### src/tsfr_pkg.sv
// ----------------------------------------------------------------------------
// tsfr_pkg
// Shared types and constants of the two-slot fragment reassembly unit.
// ----------------------------------------------------------------------------
package tsfr_pkg;

   localparam int KIND_W      = 2;
   localparam int SSI_W       = 24;
   localparam int NOW_W       = 32;
   localparam int META_W      = 13;
   localparam int INFO_A_W    = 43;
   localparam int INFO_B_W    = 42;
   localparam int TIMEOUT_W   = 16;
   localparam int STATUS_W    = 3;
   localparam int IDX_W       = 2;
   localparam int CHUNK_W     = 49;
   localparam int OUT_CNT_W   = 32;
   localparam int REQ_DATA_W  = 160;
   localparam int RSP_DATA_W  = 160;

   // Info bit numbers at which the stored part and the end burst begin.
   localparam int FIRST_INFO_BIT = 30;
   localparam int END_INFO_BIT   = 7;
   localparam int FIRST_LOW      = FIRST_INFO_BIT - END_INFO_BIT;
   localparam int FIRST_W        = INFO_A_W - FIRST_LOW + INFO_B_W;
   localparam int BODY_W         = FIRST_W + INFO_A_W + INFO_B_W;

   localparam logic [KIND_W-1:0] KIND_TICK  = 2'd0;
   localparam logic [KIND_W-1:0] KIND_FIRST = 2'd1;
   localparam logic [KIND_W-1:0] KIND_END   = 2'd2;

   typedef enum logic [1:0] {
      OP_TICK,
      OP_FIRST,
      OP_END,
      OP_NOP
   } op_type;

   typedef enum logic [STATUS_W-1:0] {
      STATUS_TICK_DONE = 3'd0,
      STATUS_STORED    = 3'd1,
      STATUS_DROPPED   = 3'd2,
      STATUS_BODY      = 3'd3,
      STATUS_ORPHAN    = 3'd4
   } status_type;

   typedef struct packed {
      op_type                op;
      logic [SSI_W-1:0]      ssi;
      logic [NOW_W-1:0]      now_ms;
      logic [META_W-1:0]     meta;
      logic [INFO_A_W-1:0]   info_a;
      logic [INFO_B_W-1:0]   info_b;
   } entry_type;

endpackage

### src/tsfr_front.sv
// ----------------------------------------------------------------------------
// tsfr_front
// Input side: unpacks an incoming item and decodes its kind into an operation.
// ----------------------------------------------------------------------------
module tsfr_front (
   input  logic                               req_tvalid,
   output logic                               req_tready,
   input  logic [tsfr_pkg::REQ_DATA_W-1:0]    req_tdata,
   input  logic [tsfr_pkg::KIND_W-1:0]        req_tuser,
   input  logic                               q_full,
   output logic                               push_valid,
   output tsfr_pkg::entry_type                push_entry
);
   import tsfr_pkg::*;

   op_type op;

   always_comb begin
      unique case (req_tuser)
         KIND_TICK:  op = OP_TICK;
         KIND_FIRST: op = OP_FIRST;
         KIND_END:   op = OP_END;
         default:    op = OP_NOP;
      endcase
   end

   assign req_tready = !q_full;
   assign push_valid = req_tvalid && !q_full;

   always_comb begin
      push_entry.op     = op;
      push_entry.ssi    = req_tdata[23:0];
      push_entry.now_ms = req_tdata[55:24];
      push_entry.meta   = req_tdata[68:56];
      push_entry.info_a = req_tdata[111:69];
      push_entry.info_b = req_tdata[153:112];
   end

endmodule

### src/tsfr_queue.sv
// ----------------------------------------------------------------------------
// tsfr_queue
// Short FIFO of decoded items between the input side and the slot engine.
// ----------------------------------------------------------------------------
module tsfr_queue #(
   parameter int DEPTH = 2
) (
   input  logic                  clock,
   input  logic                  reset,
   input  logic                  push_valid,
   input  tsfr_pkg::entry_type   push_entry,
   output logic                  q_full,
   input  logic                  pop,
   output logic                  q_valid,
   output tsfr_pkg::entry_type   q_entry
);
   import tsfr_pkg::*;

   localparam int PTR_W = $clog2(DEPTH);
   localparam int CNT_W = $clog2(DEPTH + 1);
   localparam logic [PTR_W-1:0] LAST_PTR = PTR_W'(DEPTH - 1);

   entry_type        mem_ff [DEPTH];
   logic [PTR_W-1:0] wr_ptr_ff, wr_ptr_in;
   logic [PTR_W-1:0] rd_ptr_ff, rd_ptr_in;
   logic [CNT_W-1:0] count_ff, count_in;
   logic             do_pop;

   assign q_full  = (count_ff == CNT_W'(DEPTH));
   assign q_valid = (count_ff != '0);
   assign q_entry = mem_ff[rd_ptr_ff];
   assign do_pop  = pop && q_valid;

   always_comb begin
      wr_ptr_in = wr_ptr_ff;
      rd_ptr_in = rd_ptr_ff;
      count_in  = count_ff;
      if (push_valid) begin
         wr_ptr_in = (wr_ptr_ff == LAST_PTR) ? '0 : wr_ptr_ff + 1'b1;
      end
      if (do_pop) begin
         rd_ptr_in = (rd_ptr_ff == LAST_PTR) ? '0 : rd_ptr_ff + 1'b1;
      end
      if (push_valid && !do_pop) begin
         count_in = count_ff + 1'b1;
      end else if (do_pop && !push_valid) begin
         count_in = count_ff - 1'b1;
      end
   end

   always_ff @(posedge clock) begin
      if (reset) begin
         wr_ptr_ff <= '0;
         rd_ptr_ff <= '0;
         count_ff  <= '0;
      end else begin
         wr_ptr_ff <= wr_ptr_in;
         rd_ptr_ff <= rd_ptr_in;
         count_ff  <= count_in;
      end
   end

   always_ff @(posedge clock) begin
      if (push_valid) begin
         mem_ff[wr_ptr_ff] <= push_entry;
      end
   end

endmodule

### src/tsfr_back.sv
// ----------------------------------------------------------------------------
// tsfr_back
// Slot engine: applies one item to the two slots and the counters, then
// delivers its results one per cycle while rsp_tready is high, from the output registers.
// ----------------------------------------------------------------------------
module tsfr_back #(
   parameter int DEFAULT_TIMEOUT_MS = 1000,
   parameter int COUNT_BITS         = 32
) (
   input  logic                                clock,
   input  logic                                reset,
   input  logic                                csr_wr_en,
   input  logic [tsfr_pkg::TIMEOUT_W-1:0]      csr_wr_data,
   input  logic                                q_valid,
   input  tsfr_pkg::entry_type                 q_entry,
   output logic                                pop,
   output logic                                rsp_tvalid,
   input  logic                                rsp_tready,
   output logic                                rsp_tlast,
   output tsfr_pkg::status_type                rsp_status,
   output logic                                rsp_slot,
   output logic [tsfr_pkg::IDX_W-1:0]          rsp_chunk_index,
   output logic [tsfr_pkg::CHUNK_W-1:0]        rsp_body_chunk,
   output logic [tsfr_pkg::META_W-1:0]         rsp_meta,
   output logic [tsfr_pkg::SSI_W-1:0]          rsp_ssi,
   output logic [tsfr_pkg::OUT_CNT_W-1:0]      rsp_drop_count,
   output logic [tsfr_pkg::OUT_CNT_W-1:0]      rsp_reassembled_count
);
   import tsfr_pkg::*;

   typedef enum logic {
      ST_IDLE,
      ST_EMIT
   } state_type;

   localparam logic [IDX_W-1:0] LAST_CHUNK = 2'd2;

   state_type             state_ff, state_in;
   logic [TIMEOUT_W-1:0]  timeout_ff, timeout_in;
   logic [1:0]            slot_valid_ff, slot_valid_in;
   logic [SSI_W-1:0]      slot_id_ff    [2];
   logic [SSI_W-1:0]      slot_id_in    [2];
   logic [FIRST_W-1:0]    slot_first_ff [2];
   logic [FIRST_W-1:0]    slot_first_in [2];
   logic [META_W-1:0]     slot_meta_ff  [2];
   logic [META_W-1:0]     slot_meta_in  [2];
   logic [NOW_W-1:0]      slot_dl_ff    [2];
   logic [NOW_W-1:0]      slot_dl_in    [2];
   logic [COUNT_BITS-1:0] dropped_ff, dropped_in;
   logic [COUNT_BITS-1:0] completed_ff, completed_in;

   status_type            job_status_ff, job_status_in;
   logic                  job_slot_ff, job_slot_in;
   logic                  job_multi_ff, job_multi_in;
   logic [META_W-1:0]     job_meta_ff, job_meta_in;
   logic [SSI_W-1:0]      job_ssi_ff, job_ssi_in;
   logic [BODY_W-1:0]     job_body_ff, job_body_in;
   logic [IDX_W-1:0]      idx_ff, idx_in;

   logic                  last_now;
   logic                  hit0, hit1, expire0, expire1;
   logic [NOW_W-1:0]      diff0, diff1;
   logic [TIMEOUT_W-1:0]  timeout_eff;
   logic [FIRST_W-1:0]    first_bits;
   logic                  pick, pick_ok;

   assign last_now   = !job_multi_ff || (idx_ff == LAST_CHUNK);
   assign pop        = q_valid && ((state_ff == ST_IDLE) || (rsp_tready && last_now));

   assign hit0       = slot_valid_ff[0] && (slot_id_ff[0] == q_entry.ssi);
   assign hit1       = slot_valid_ff[1] && (slot_id_ff[1] == q_entry.ssi);
   assign diff0      = q_entry.now_ms - slot_dl_ff[0];
   assign diff1      = q_entry.now_ms - slot_dl_ff[1];
   assign expire0    = slot_valid_ff[0] && !diff0[NOW_W-1];
   assign expire1    = slot_valid_ff[1] && !diff1[NOW_W-1];
   assign timeout_eff = (timeout_ff == '0) ? TIMEOUT_W'(DEFAULT_TIMEOUT_MS) : timeout_ff;
   assign first_bits = {q_entry.info_b, q_entry.info_a[INFO_A_W-1:FIRST_LOW]};

   // Slot choice for a first fragment: a slot with the same identity, else
   // the lowest free slot.
   always_comb begin
      pick    = 1'b0;
      pick_ok = 1'b1;
      if (hit0) begin
         pick = 1'b0;
      end else if (hit1) begin
         pick = 1'b1;
      end else if (!slot_valid_ff[0]) begin
         pick = 1'b0;
      end else if (!slot_valid_ff[1]) begin
         pick = 1'b1;
      end else begin
         pick_ok = 1'b0;
      end
   end

   always_comb begin
      state_in      = state_ff;
      timeout_in    = csr_wr_en ? csr_wr_data : timeout_ff;
      slot_valid_in = slot_valid_ff;
      slot_id_in    = slot_id_ff;
      slot_first_in = slot_first_ff;
      slot_meta_in  = slot_meta_ff;
      slot_dl_in    = slot_dl_ff;
      dropped_in    = dropped_ff;
      completed_in  = completed_ff;
      job_status_in = job_status_ff;
      job_slot_in   = job_slot_ff;
      job_multi_in  = job_multi_ff;
      job_meta_in   = job_meta_ff;
      job_ssi_in    = job_ssi_ff;
      job_body_in   = job_body_ff;
      idx_in        = idx_ff;

      if (state_ff == ST_EMIT && rsp_tready) begin
         if (last_now) begin
            state_in = ST_IDLE;
         end else begin
            idx_in = idx_ff + 1'b1;
         end
      end

      if (pop) begin
         state_in      = ST_EMIT;
         idx_in        = '0;
         job_status_in = STATUS_TICK_DONE;
         job_slot_in   = 1'b0;
         job_multi_in  = 1'b0;
         job_meta_in   = '0;
         job_ssi_in    = '0;
         job_body_in   = '0;
         unique case (q_entry.op)
            OP_TICK: begin
               slot_valid_in = slot_valid_ff & ~{expire1, expire0};
               dropped_in    = dropped_ff + COUNT_BITS'(expire0) + COUNT_BITS'(expire1);
            end
            OP_FIRST: begin
               if (pick_ok) begin
                  slot_valid_in[pick] = 1'b1;
                  slot_id_in[pick]    = q_entry.ssi;
                  slot_first_in[pick] = first_bits;
                  slot_meta_in[pick]  = q_entry.meta;
                  slot_dl_in[pick]    = q_entry.now_ms + NOW_W'(timeout_eff);
                  job_status_in       = STATUS_STORED;
                  job_slot_in         = pick;
                  job_meta_in         = q_entry.meta;
                  job_ssi_in          = q_entry.ssi;
               end else begin
                  dropped_in    = dropped_ff + 1'b1;
                  job_status_in = STATUS_DROPPED;
               end
            end
            OP_END: begin
               if (hit0 || hit1) begin
                  slot_valid_in[!hit0] = 1'b0;
                  completed_in  = completed_ff + 1'b1;
                  job_status_in = STATUS_BODY;
                  job_slot_in   = !hit0;
                  job_multi_in  = 1'b1;
                  job_meta_in   = slot_meta_ff[!hit0];
                  job_ssi_in    = slot_id_ff[!hit0];
                  job_body_in   = {q_entry.info_b, q_entry.info_a, slot_first_ff[!hit0]};
               end else begin
                  job_status_in = STATUS_ORPHAN;
               end
            end
            default: begin
               job_status_in = STATUS_TICK_DONE;
            end
         endcase
      end
   end

   always_ff @(posedge clock) begin
      if (reset) begin
         state_ff      <= ST_IDLE;
         timeout_ff    <= '0;
         slot_valid_ff <= '0;
         dropped_ff    <= '0;
         completed_ff  <= '0;
         job_multi_ff  <= 1'b0;
         idx_ff        <= '0;
      end else begin
         state_ff      <= state_in;
         timeout_ff    <= timeout_in;
         slot_valid_ff <= slot_valid_in;
         dropped_ff    <= dropped_in;
         completed_ff  <= completed_in;
         job_multi_ff  <= job_multi_in;
         idx_ff        <= idx_in;
      end
      slot_id_ff    <= slot_id_in;
      slot_first_ff <= slot_first_in;
      slot_meta_ff  <= slot_meta_in;
      slot_dl_ff    <= slot_dl_in;
      job_status_ff <= job_status_in;
      job_slot_ff   <= job_slot_in;
      job_meta_ff   <= job_meta_in;
      job_ssi_ff    <= job_ssi_in;
      job_body_ff   <= job_body_in;
   end

   always_comb begin
      case (idx_ff)
         2'd0:    rsp_body_chunk = job_body_ff[CHUNK_W-1:0];
         2'd1:    rsp_body_chunk = job_body_ff[2*CHUNK_W-1:CHUNK_W];
         default: rsp_body_chunk = job_body_ff[3*CHUNK_W-1:2*CHUNK_W];
      endcase
   end

   assign rsp_tvalid            = (state_ff == ST_EMIT);
   assign rsp_tlast             = last_now;
   assign rsp_status            = job_status_ff;
   assign rsp_slot              = job_slot_ff;
   assign rsp_chunk_index       = idx_ff;
   assign rsp_meta              = job_meta_ff;
   assign rsp_ssi               = job_ssi_ff;
   assign rsp_drop_count        = OUT_CNT_W'(dropped_ff);
   assign rsp_reassembled_count = OUT_CNT_W'(completed_ff);

endmodule

### src/two_slot_fragment_reassembly_unit.sv
// ----------------------------------------------------------------------------
// two_slot_fragment_reassembly_unit
// Reassembles two-fragment uplink messages in two identity-keyed slots.
// ----------------------------------------------------------------------------
// Order: an accepted item is written into the queue, then the slot engine
// pops it and registers its first result in the output registers.
// Throughput: the slot engine gives one result per cycle while rsp_tready
// is high; an item gives one result, and an end fragment that matches a
// slot gives three body chunks.
// Reset is synchronous and active high; it empties the queue, frees both
// slots, clears both counters and sets the timeout register to zero.
module two_slot_fragment_reassembly_unit #(
   parameter int DEFAULT_TIMEOUT_MS = 1000,
   parameter int COUNT_BITS         = 32,
   parameter int QUEUE_DEPTH        = 2
) (
   input  logic                                 clock,
   input  logic                                 reset,
   // Configuration: timeout_ms, to be written while the unit is idle (the unit does not check it).
   input  logic                                 csr_wr_en,
   input  logic [tsfr_pkg::TIMEOUT_W-1:0]       csr_wr_data,
   // Input items.
   input  logic                                 req_tvalid,
   output logic                                 req_tready,
   // req_tdata from bit 0: ssi[23:0], now_ms[55:24], meta[68:56],
   // info_a[111:69], info_b[153:112], zero fill [159:154].
   input  logic [tsfr_pkg::REQ_DATA_W-1:0]      req_tdata,
   // req_tuser: kind[1:0].
   input  logic [tsfr_pkg::KIND_W-1:0]          req_tuser,
   // Result items.
   output logic                                 rsp_tvalid,
   input  logic                                 rsp_tready,
   // rsp_tdata from bit 0: slot[0], chunk_index[2:1], body_chunk[51:3],
   // meta_out[64:52], ssi_out[88:65], drop_count[120:89],
   // reassembled_count[152:121], zero fill [159:153].
   output logic [tsfr_pkg::RSP_DATA_W-1:0]      rsp_tdata,
   // rsp_tuser: status[2:0].
   output logic [tsfr_pkg::STATUS_W-1:0]        rsp_tuser,
   output logic                                 rsp_tlast
);
   import tsfr_pkg::*;

   // The input side only decodes and queues; it never looks at slot state,
   // so it keeps taking items while the slot engine drains a body, until the queue is full.
   logic                  push_valid;
   entry_type             push_entry;
   logic                  q_full;
   logic                  q_valid;
   entry_type             q_entry;
   logic                  pop;

   status_type            rsp_status;
   logic                  rsp_slot;
   logic [IDX_W-1:0]      rsp_chunk_index;
   logic [CHUNK_W-1:0]    rsp_body_chunk;
   logic [META_W-1:0]     rsp_meta;
   logic [SSI_W-1:0]      rsp_ssi;
   logic [OUT_CNT_W-1:0]  rsp_drop_count;
   logic [OUT_CNT_W-1:0]  rsp_reassembled_count;

   tsfr_front u_front (
      .req_tvalid (req_tvalid),
      .req_tready (req_tready),
      .req_tdata  (req_tdata),
      .req_tuser  (req_tuser),
      .q_full     (q_full),
      .push_valid (push_valid),
      .push_entry (push_entry)
   );

   tsfr_queue #(
      .DEPTH (QUEUE_DEPTH)
   ) u_queue (
      .clock      (clock),
      .reset      (reset),
      .push_valid (push_valid),
      .push_entry (push_entry),
      .q_full     (q_full),
      .pop        (pop),
      .q_valid    (q_valid),
      .q_entry    (q_entry)
   );

   // The slot engine pulls the next item in the same cycle that the last
   // result of the current one is taken, so results stream without gaps while the queue holds items.
   tsfr_back #(
      .DEFAULT_TIMEOUT_MS (DEFAULT_TIMEOUT_MS),
      .COUNT_BITS         (COUNT_BITS)
   ) u_back (
      .clock                 (clock),
      .reset                 (reset),
      .csr_wr_en             (csr_wr_en),
      .csr_wr_data           (csr_wr_data),
      .q_valid               (q_valid),
      .q_entry               (q_entry),
      .pop                   (pop),
      .rsp_tvalid            (rsp_tvalid),
      .rsp_tready            (rsp_tready),
      .rsp_tlast             (rsp_tlast),
      .rsp_status            (rsp_status),
      .rsp_slot              (rsp_slot),
      .rsp_chunk_index       (rsp_chunk_index),
      .rsp_body_chunk        (rsp_body_chunk),
      .rsp_meta              (rsp_meta),
      .rsp_ssi               (rsp_ssi),
      .rsp_drop_count        (rsp_drop_count),
      .rsp_reassembled_count (rsp_reassembled_count)
   );

   // Pack the result fields; the counters always show their values after
   // the item that caused this result.
   assign rsp_tdata = {7'b0, rsp_reassembled_count, rsp_drop_count, rsp_ssi,
                       rsp_meta, rsp_body_chunk, rsp_chunk_index, rsp_slot};
   assign rsp_tuser = rsp_status;

endmodule

### config.mk
export PLATFORM = sky130hd
export DESIGN_NAME = two_slot_fragment_reassembly_unit
export DESIGN_NICKNAME = d
export VERILOG_FILES = /design/src/tsfr_pkg.sv /design/src/tsfr_front.sv /design/src/tsfr_queue.sv /design/src/tsfr_back.sv /design/src/two_slot_fragment_reassembly_unit.sv
export SDC_FILE = /design/constraint.sdc
export NUM_CORES = 1
export LEC_CHECK = 0
export ABC_CLOCK_PERIOD_IN_PS = 15090
export CAP_MARGIN = 20
export CORE_MARGIN = 4
export CORE_UTILIZATION = 40
export DETAILED_ROUTE_END_ITERATION = 8
export DONT_BUFFER_PORTS = 1
export SLEW_MARGIN = 15
export SYNTH_ARGS = -nofsm -noshare
export SYNTH_HDL_FRONTEND = slang
export SYNTH_HIERARCHICAL = 1
export SYNTH_SLANG_ARGS = --single-unit
### constraint.sdc
create_clock -name clock -period 15.09 [get_ports clock]
set_input_delay 3.018 -clock clock [delete_from_list [all_inputs] [get_ports clock]]
set_output_delay 3.018 -clock clock [all_outputs]
set_load 0.02 [all_outputs]
Yosys cells after proc, flatten, opt, wreduce, memory -nomap -nowiden:

Memory sizes are Yosys's and may differ from the RTL's. A register that Yosys moved wholly into a read port is not among the register bits.
Cells that the tools add are included.
Widths: inputs -> output; s select.

* input bits: 183
* memory bits (writable): 312
* word-level logic and storage cells: 171
* register bits after elaboration: 540
* output and inout bits: 166
* memories kept: 1

Memories
* u_queue.mem_ff: words 2, width 156, read ports 1, clocked after Yosys merged registers in 1, write ports 1, line tsfr_queue.sv:23 `entry_type mem_ff [DEPTH];`

* bitwise operators: 9
* eq/ne operators: 12
* magnitude comparators: 7
* muxes and demuxes: 65
* $add $sub $neg: 12
* reductions and logical operators: 42

Operators with widths (number)
* $mux 62: 4
* $mux 24: 6
* $bwmux 124: 1
* $pmux 49 s2: 1
* $mux 13: 6
* $add 32x1->32: 2
* $add 32x1->32 const B: 2
* $bwmux 64: 1
* $mux 32: 2
* $pmux 32 s2: 1
* $sub 32x32->32: 2
* $demux 62 s1: 1
* $bwmux 48: 1
* $eq 24x24->1: 2
* $pmux 24 s2: 1
* $add 32x16->32: 1
* $demux 32 s1: 1
* $bwmux 26: 1
* $pmux 13 s2: 1
* $demux 24 s1: 1
* $mux 1: 22
* $logic_not 16->1: 1
* $mux 16: 1
* $logic_and 1x1->1: 14
* 32 further kinds: 71

Depth between registers and ports, before layout:

Gate-level depths: netlist of the first run.

* depth in word-level cells: 11
* depth in mapped cells: 19
* depth with buffers taken out: 17

By module:

Netlist of the first run, hierarchy kept.

By module, submodules not included
* tsfr_back: instances 1, sequential area each 15234.6 µm², area an instance 24531.0 µm², cells an instance 2094
* tsfr_queue: instances 1, sequential area each 9469.1 µm², area an instance 11522.3 µm², cells an instance 507
* tsfr_front: instances 1, sequential area each 0.0 µm², area an instance 1173.6 µm², cells an instance 158
* two_slot_fragment_reassembly_unit: instances 1, sequential area each 0.0 µm², area an instance 63.8 µm², cells an instance 9

Worst setup path after synthesis of the first run:

No wires, ideal clock.

* path type: input -> register
* start: input port rsp_tready
* end: register u_back/slot_dl_ff[32] in the netlist's numbering, enable pin
* setup time: 0.621 ns
* path slack: -0.124 ns
* required time: 14.469 ns
* arrival: 14.593 ns
* stages: 7
* path buffers: 1
* path through: inv_1 o21ai_2 nand2_1 inv_1 clkbuf_1 nand2_1 nor2_1

* longest elaborated chain between the ends: 4

Ends and longest elaborated chain
* from (decl): line two_slot_fragment_reassembly_unit.sv:32 `input logic rsp_tready,`
* $logic_and 1x1->1: line tsfr_back.sv:68 `assign pop = q_valid && ((state_ff == ST_IDLE) || (rsp_tready && last_now));`
* $logic_or 1x1->1: line tsfr_back.sv:68
* $logic_and 1x1->1: line tsfr_back.sv:68
* net pop: line two_slot_fragment_reassembly_unit.sv:50 `logic pop;`
* $reduce_and 3->1 (no line)
* to (signal assigned): line tsfr_back.sv:195 `slot_dl_ff <= slot_dl_in;`
* to (decl): line tsfr_back.sv:47 `logic [NOW_W-1:0] slot_dl_ff [2];`

The timed path passes the listed nets, and every way through them passes these cells.
A chain may end at the register's enable or synchronous reset.

==> results of run 1 <==
final cells by class:
cell class / count / area, µm² / share of cell area (%)
antenna: 13 / 32.5 / 0.0808
clock buffer: 128 / 2470 / 6.13
clock inverter: 40 / 465 / 1.16
inverter: 99 / 379 / 0.942
multi-input combinational: 1526 / 10400 / 25.9
sequential: 853 / 24700 / 61.4
tap: 1243 / 1560 / 3.86
timing repair buffer: 30 / 245 / 0.609
cells by family after synthesis:
| group | count (synthesis) | share of synthesized area, % |
|---|---|---|
| other | 1 | 0.0101 |
| multiplexers | 192 | 5.73 |
| flip-flops | 853 | 66.2 |
| XOR/XNOR | 94 | 2.21 |
| AO/OA/AOI/OAI | 385 | 6.48 |
| adder cells (fa/ha/maj) | 89 | 3.03 |
| AND/OR/NAND/NOR | 759 | 10.2 |
| buffers and inverters | 395 | 6.06 |
worst paths after layout:
check,cells after the start,slack [ns],to,startpoint
max,11,8.13,u_back/slot_first_ff[96]$_DFFE_PP_,register
min,2,0.46,u_back/job_multi_ff$_SDFFE_PP0P_,u_back/job_multi_ff$_SDFFE_PP0P_
max reg2reg,11,8.13,u_back/slot_first_ff[96]$_DFFE_PP_,register
min reg2reg,2,0.46,u_back/job_multi_ff$_SDFFE_PP0P_,u_back/job_multi_ff$_SDFFE_PP0P_
state kept, by name, summed over array words and instances, names as in the netlist, 3 cells and up, named ones only:
name	count
u_back/timeout_ff	16
u_back/slot_dl_ff	64
u_back/rsp_reassembled_count	32
u_back/slot_first_ff	124
u_back/slot_meta_ff	26
u_back/rsp_drop_count	32
u_back/rsp_meta	13
u_back/job_body_ff	147
u_back/slot_id_ff	48
u_queue/mem_ff	312
u_back/rsp_ssi	24
u_back/rsp_status	3
worst register-to-register path, stage by stage (launching register included):
cell and delay [ns]:
dfxtp_4 0.84, buf_4 0.87, mux2_2 0.57, xnor2_1 0.18, nand4_1 0.26, nor4_4 0.34, buf_4 0.33, and2_4 0.38
o31a_2 0.88, nand2_1 0.21, nor2_4 0.74, buf_4 0.86
cells in the final DEF, fill, tap and decap left out, types with 33 or more instances in the layout:
master     Yosys  routed
clkbuf_1      88      33
clkbuf_16      0      92
mux2_2       166     166
a21oi_1      161     161
inv_1         99      98
and2_1        88      86
nand2_1      320     320
nand3_1       40      40
ha_1          87      85
nor2_1        78      76
nand4_1       44      44
edfxtp_1     762     762
and3_1        59      58
a22oi_1       65      65
dfxtp_1       91      90
xnor2_1       72      72
o21ai_1       36      35
layer usage:
| layer | wire length, µm | track usage [%] |
|---|---|---|
| met1 | 37500 | 23.2 |
| met3 | 6520 | 4.81 |
| met5 | 47 | 0 |
| met2 | 42800 | 29.4 |
| met4 | 2700 | 5.82 |
power groups by stage:
| stage | logic (mW) | registers (mW) | clock network [mW] |
|---|---|---|---|
| 2_1_floorplan | 1.10 | 3.49 | 0 |
| 3_3_place_gp | 1.42 | 3.49 | 0 |
| 3_5_place_dp | 1.45 | 3.50 | 0 |
| 4_1_cts | 1.46 | 3.46 | 2.26 |
| 5_1_grt | 1.58 | 3.49 | 2.37 |
| 6_report | 1.44 | 3.45 | 2.20 |
per-stage QoR:
stage | power (mW) | hold slack, ns | utilization (%) | instance area, µm²
5_1_grt | 7.44 | 0.484 | 43.7 | 40200
3_5_place_dp | 4.96 | 0.451 | 40.5 | 37300
4_1_cts | 7.18 | 0.461 | 43.7 | 40200
2_1_floorplan | 4.59 | 0.432 | - | 37300
6_report | 7.09 | 0.464 | 43.7 | 40300
3_3_place_gp | 4.91 | 0.439 | 40.5 | 37300
==> results.sh, run 1 <==
export IMPL_final_cells=3932
export IMPL_grt_pass1_wl_um=134000
export IMPL_timing_worst_setup_path_type="reg2reg"
export IMPL_post_route_period_util_pct=46.2
export IMPL_synthTopCellsByArea="edfxtp_1 61%, mux2_2 5.0%, dfxtp_1 4.9%"
export IMPL_drt_vias_per_instance=5.34
export IMPL_yosys_cell_types_count=65
export IMPL_cp_top_family="buffers and inverters"
export IMPL_combPwrFrac_pct=20.3
export IMPL_vias=21000
export IMPL_syn_area_per_cell_um2=13.5
export IMPL_synth_seq_cells=853
export IMPL_ys_flop_type="edfxtp_1"
export IMPL_p_clk_share_pct=31.0
export IMPL_hpwl_um=57300
export IMPL_yosysWarnings=6
export IMPL_cts_root_buf="clkbuf_16"
export IMPL_first_iter_violations=1762
export IMPL_max_slew_margin_rel_pct=16.2
export IMPL_ios=349
export IMPL_endpoint_kind="register"
export IMPL_synthArstFlopShare_pct=0
export IMPL_cts_tree="built"
export IMPL_antenna_found_initial=11
export IMPL_area_growth_pct=7.97
export IMPL_pre_cts_ws_ns=7.80
export IMPL_overflow=0
export IMPL_rsz0062_at_grt="false"
export IMPL_nFillCells=8218
export IMPL_post_cts_buffers=0
export IMPL_worst_slack_ns=8.13
export IMPL_run_status="finished, final reports clean"
export IMPL_cap_violations=0
export IMPL_clk_latency_ns=0.67
export IMPL_nets=2874
export IMPL_timing_setup_tns_ns=0
export IMPL_crit_top_cell="buf_4"
export IMPL_h_tree_depth=3
export IMPL_antenna_left=0
export IMPL_die_h_um=313
export IMPL_grt_max_degree=92
export IMPL_first_pass_iters=5
export IMPL_ir_drop_v=0.000127
export IMPL_grtUsageTotal_pct=17.9
export IMPL_routed_wl_um=89500
export IMPL_fp_row_count=111
export IMPL_p_int_mw=4.94
export IMPL_start_util_pct=40.5
export IMPL_dp_cells=3750
export IMPL_startpoint_type="register"
export IMPL_path_clk_slew_ns=0.06
export IMPL_grt_pass1_vias=21400
export IMPL_core_area_um2=92100
export IMPL_leakagePower_nw=14.0
export IMPL_power_switching_mw=2.15
export IMPL_cts_made_buffers=92
export IMPL_finalSetupViolCount=0
export IMPL_p_per_area_nw_per_um2=176
export IMPL_ys_top_cells_by_count="762 x edfxtp_1, 320 x nand2_1, 166 x mux2_2, 163 x buf_4, 161 x a21oi_1"
export IMPL_cp_required_ns=15.37
export IMPL_drive_gt1_share_pct=13.6
export IMPL_max_freq_mhz=144
export IMPL_cp_num_buf_inv=3
export IMPL_synth_area_leader_cell="edfxtp_1"
export IMPL_cpMaxStageDelayCell="o31a_2"
export IMPL_switching_share_pct=30.3
export IMPL_hold_buffers=0
export IMPL_synth_area_um2=37300
export IMPL_slew_viol_final=0
export IMPL_min_path_type="reg2reg"
export IMPL_pwr_share_seq_pct=48.6
export IMPL_cp_arrival_ns=7.25
export IMPL_max_clock_path_buffers=3
export IMPL_hold_viol_final=0
export IMPL_cts_resized=0
export IMPL_max_stage_delay_ns=0.87
export IMPL_clkSinkCount=853
export IMPL_cp_cell_sequence="buf_4 -> mux2_2 -> xnor2_1 -> nand4_1 -> nor4_4 -> buf_4 -> and2_4 -> o31a_2 -> nand2_1 -> nor2_4 -> buf_4"
export IMPL_yosysMostFrequentCell="edfxtp_1"
export IMPL_synth_edf_count=762
export IMPL_drcViolationCount=0
export IMPL_dieArea_um2=98200
export IMPL_wl_per_cell_um=22.8
export IMPL_fin_crit_ns=6.96
export IMPL_path_max_fanout=62
export IMPL_ys_seq_area_share_pct=66.2
export IMPL_worst_pin_slew_ns=1.24
export IMPL_io_buffers=0
export IMPL_die_w_um=313
export IMPL_syn_inst=2768
export IMPL_synth_top_cell_area_share_pct=61.4
export IMPL_clock_skew_ns=0.0317
export IMPL_gp_congestion=0.853
(Power assumes the default switching activity.)
==> inputs of run 2 (changes only) <==
- ABC_CLOCK_PERIOD_IN_PS: 15090 -> 6200
- clock period: 15.09 -> 6.2 ns (I/O delays scaled with it)
==> results.sh, run 2 (synthesis results as in run 1) <==
export IMPL_max_freq_mhz=186
export IMPL_dieArea_um2=98200
export IMPL_grt_pass1_wl_um=135000
export IMPL_post_cts_buffers=0
export IMPL_antenna_left=0
export IMPL_path_max_fanout=36
export IMPL_first_iter_violations=1817
export IMPL_final_common_cell="edfxtp_1"
export IMPL_path_clk_slew_ns=0.06
export IMPL_cts_root_buf="clkbuf_16"
export IMPL_hold_viol_final=0
export IMPL_hold_buffers=0
export IMPL_nets=2888
export IMPL_min_path_cells=2
export IMPL_drive_gt1_share_pct=14.4
export IMPL_grtUsageTotal_pct=18.0
export IMPL_min_from="u_back/job_multi_ff$_SDFFE_PP0P_"
export IMPL_endpoint_kind="register"
export IMPL_max_slew_margin_rel_pct=31.8
export IMPL_post_route_period_util_pct=86.6
export IMPL_die_w_um=313
export IMPL_pre_cts_ws_ns=0.873
export IMPL_slew_viol_final=0
export IMPL_cts_resized=0
export IMPL_cp_required_ns=6.74
export IMPL_reg2regPathDepth=18
export IMPL_cts_tree="built"
export IMPL_finalSetupViolCount=0
export IMPL_h_tree_depth=3
export IMPL_nFillCells=8250
export IMPL_top_regs="u_queue/mem_ff: 312 flops, u_back/job_body_ff: 147 flops, u_back/slot_first_ff: 124 flops"
export IMPL_fin_crit_ns=5.37
export IMPL_cap_violations=0
export IMPL_dp_cells=3763
export IMPL_startpoint_type="register"
export IMPL_leakagePower_nw=14.1
export IMPL_routed_wl_um=90000
export IMPL_ir_drop_v=0.000280
export IMPL_cts_made_buffers=94
export IMPL_core_area_um2=92100
export IMPL_largest_reg_flops=312
export IMPL_run_status="finished, final reports clean"
export IMPL_max_clock_path_buffers=3
export IMPL_timing_setup_tns_ns=0
export IMPL_worst_pin_slew_ns=1.02
export IMPL_p_per_area_nw_per_um2=430
export IMPL_drt_vias_per_instance=5.35
export IMPL_drcViolationCount=0
export IMPL_wl_per_cell_um=22.8
export IMPL_gp_congestion=0.845
export IMPL_antenna_found_initial=10
export IMPL_final_cells=3950
export IMPL_start_util_pct=40.5
export IMPL_most_common_layout_cells="762 x edfxtp_1, 320 x nand2_1, 166 x mux2_2"
export IMPL_rsz0062_at_grt="false"
export IMPL_worstHoldEndpoint="u_back/job_multi_ff$_SDFFE_PP0P_"
export IMPL_multi_input_area_um2=10400
export IMPL_ios=349
export IMPL_area_growth_pct=8.70
export IMPL_worst_slack_ns=0.831
export IMPL_fin_area_um2=40500
export IMPL_hpwl_um=58300
export IMPL_vias=21100
export IMPL_clk_latency_ns=0.66
export IMPL_overflow=0
export IMPL_fp_row_count=111
export IMPL_io_buffers=0
export IMPL_grt_pass1_vias=21500
export IMPL_min_path_type="reg2reg"
export IMPL_reg2reg_slack_ns=0.83
export IMPL_postPlaceCellArea_um2=37500
export IMPL_die_h_um=313
export IMPL_clock_skew_ns=0.0283
export IMPL_grt_max_degree=96
export IMPL_timing_rr_end="u_back/rsp_drop_count[18]$_SDFFE_PP0P_"
export IMPL_cp_arrival_ns=5.91
export IMPL_clkSinkCount=853
export IMPL_regArea_um2=24700
export IMPL_timing_worst_setup_path_type="reg2reg"
export IMPL_first_pass_iters=5
export IMPL_largest_register="u_queue/mem_ff"
-- run 2: worst max path at each step --
stage / from / to / slack [ns] / cells past startpoint
after floorplan: req_tvalid / u_queue/mem_ff[0][0]$_DFFE_PP_ / 0.15 / 2
after global placement: register / u_back/rsp_drop_count[18]$_SDFFE_PP0P_ / 0.98 / 18
after detailed placement: register / u_back/rsp_drop_count[18]$_SDFFE_PP0P_ / 0.87 / 18
after CTS: register / u_back/rsp_drop_count[18]$_SDFFE_PP0P_ / 0.83 / 18
after global routing: register / u_back/rsp_drop_count[18]$_SDFFE_PP0P_ / 0.50 / 18
final: register / u_back/rsp_drop_count[18]$_SDFFE_PP0P_ / 0.83 / 18
-- run 2: through the flow --
step                power [mW]  hold WS [ns]  utilization [%]
detailed placement        12.1         0.442             40.7
global route              18.3         0.497             44.0
global placement          12.0         0.443             40.7
CTS                       17.6         0.452             44.0
floorplan                 11.0         0.432                -
finish                    17.4         0.448             44.0
-- run 2: area by class of cell --
type / count / area share (%)
inverter: 99 / 0.935
clock buffer: 119 / 6.19
timing repair buffer: 42 / 1.06
sequential: 853 / 61.0
antenna: 13 / 0.0803
clock inverter: 55 / 1.25
tap: 1243 / 3.84
multi-input combinational: 1526 / 25.7
-- run 2: layer usage --
layer,vias up,GRT usage [%],routed length (µm)
met5,-,0,26
met4,4,6.00,2830
met3,158,4.94,6440
met2,663,29.5,42600
met1,10600,23.2,38000
li1,9728,-,-
-- run 2: critical path: stages (launching register included) --
cell      delay (ns)
dfxtp_4         0.69
mux2_2          0.48
ha_1            0.35
a21oi_1         0.15
nand2_1         0.07
a221o_1         0.38
a211oi_1        0.33
o21ai_0         0.18
buf_4           0.20
xor2_1          0.14
nand2_1         0.09
fa_1            0.45
inv_1           0.10
ha_1            0.15
inv_1           0.05
o21ai_1         0.26
nand3_1         0.36
nor4_1          0.39
mux2_1          0.37
-- run 2: where the power goes --
part	total (mW)	internal [mW]	switching, mW
logic	3.59	1.13	2.45
clock network	5.44	3.20	2.23
registers	8.41	7.81	0.599
total	17.4	12.1	5.28
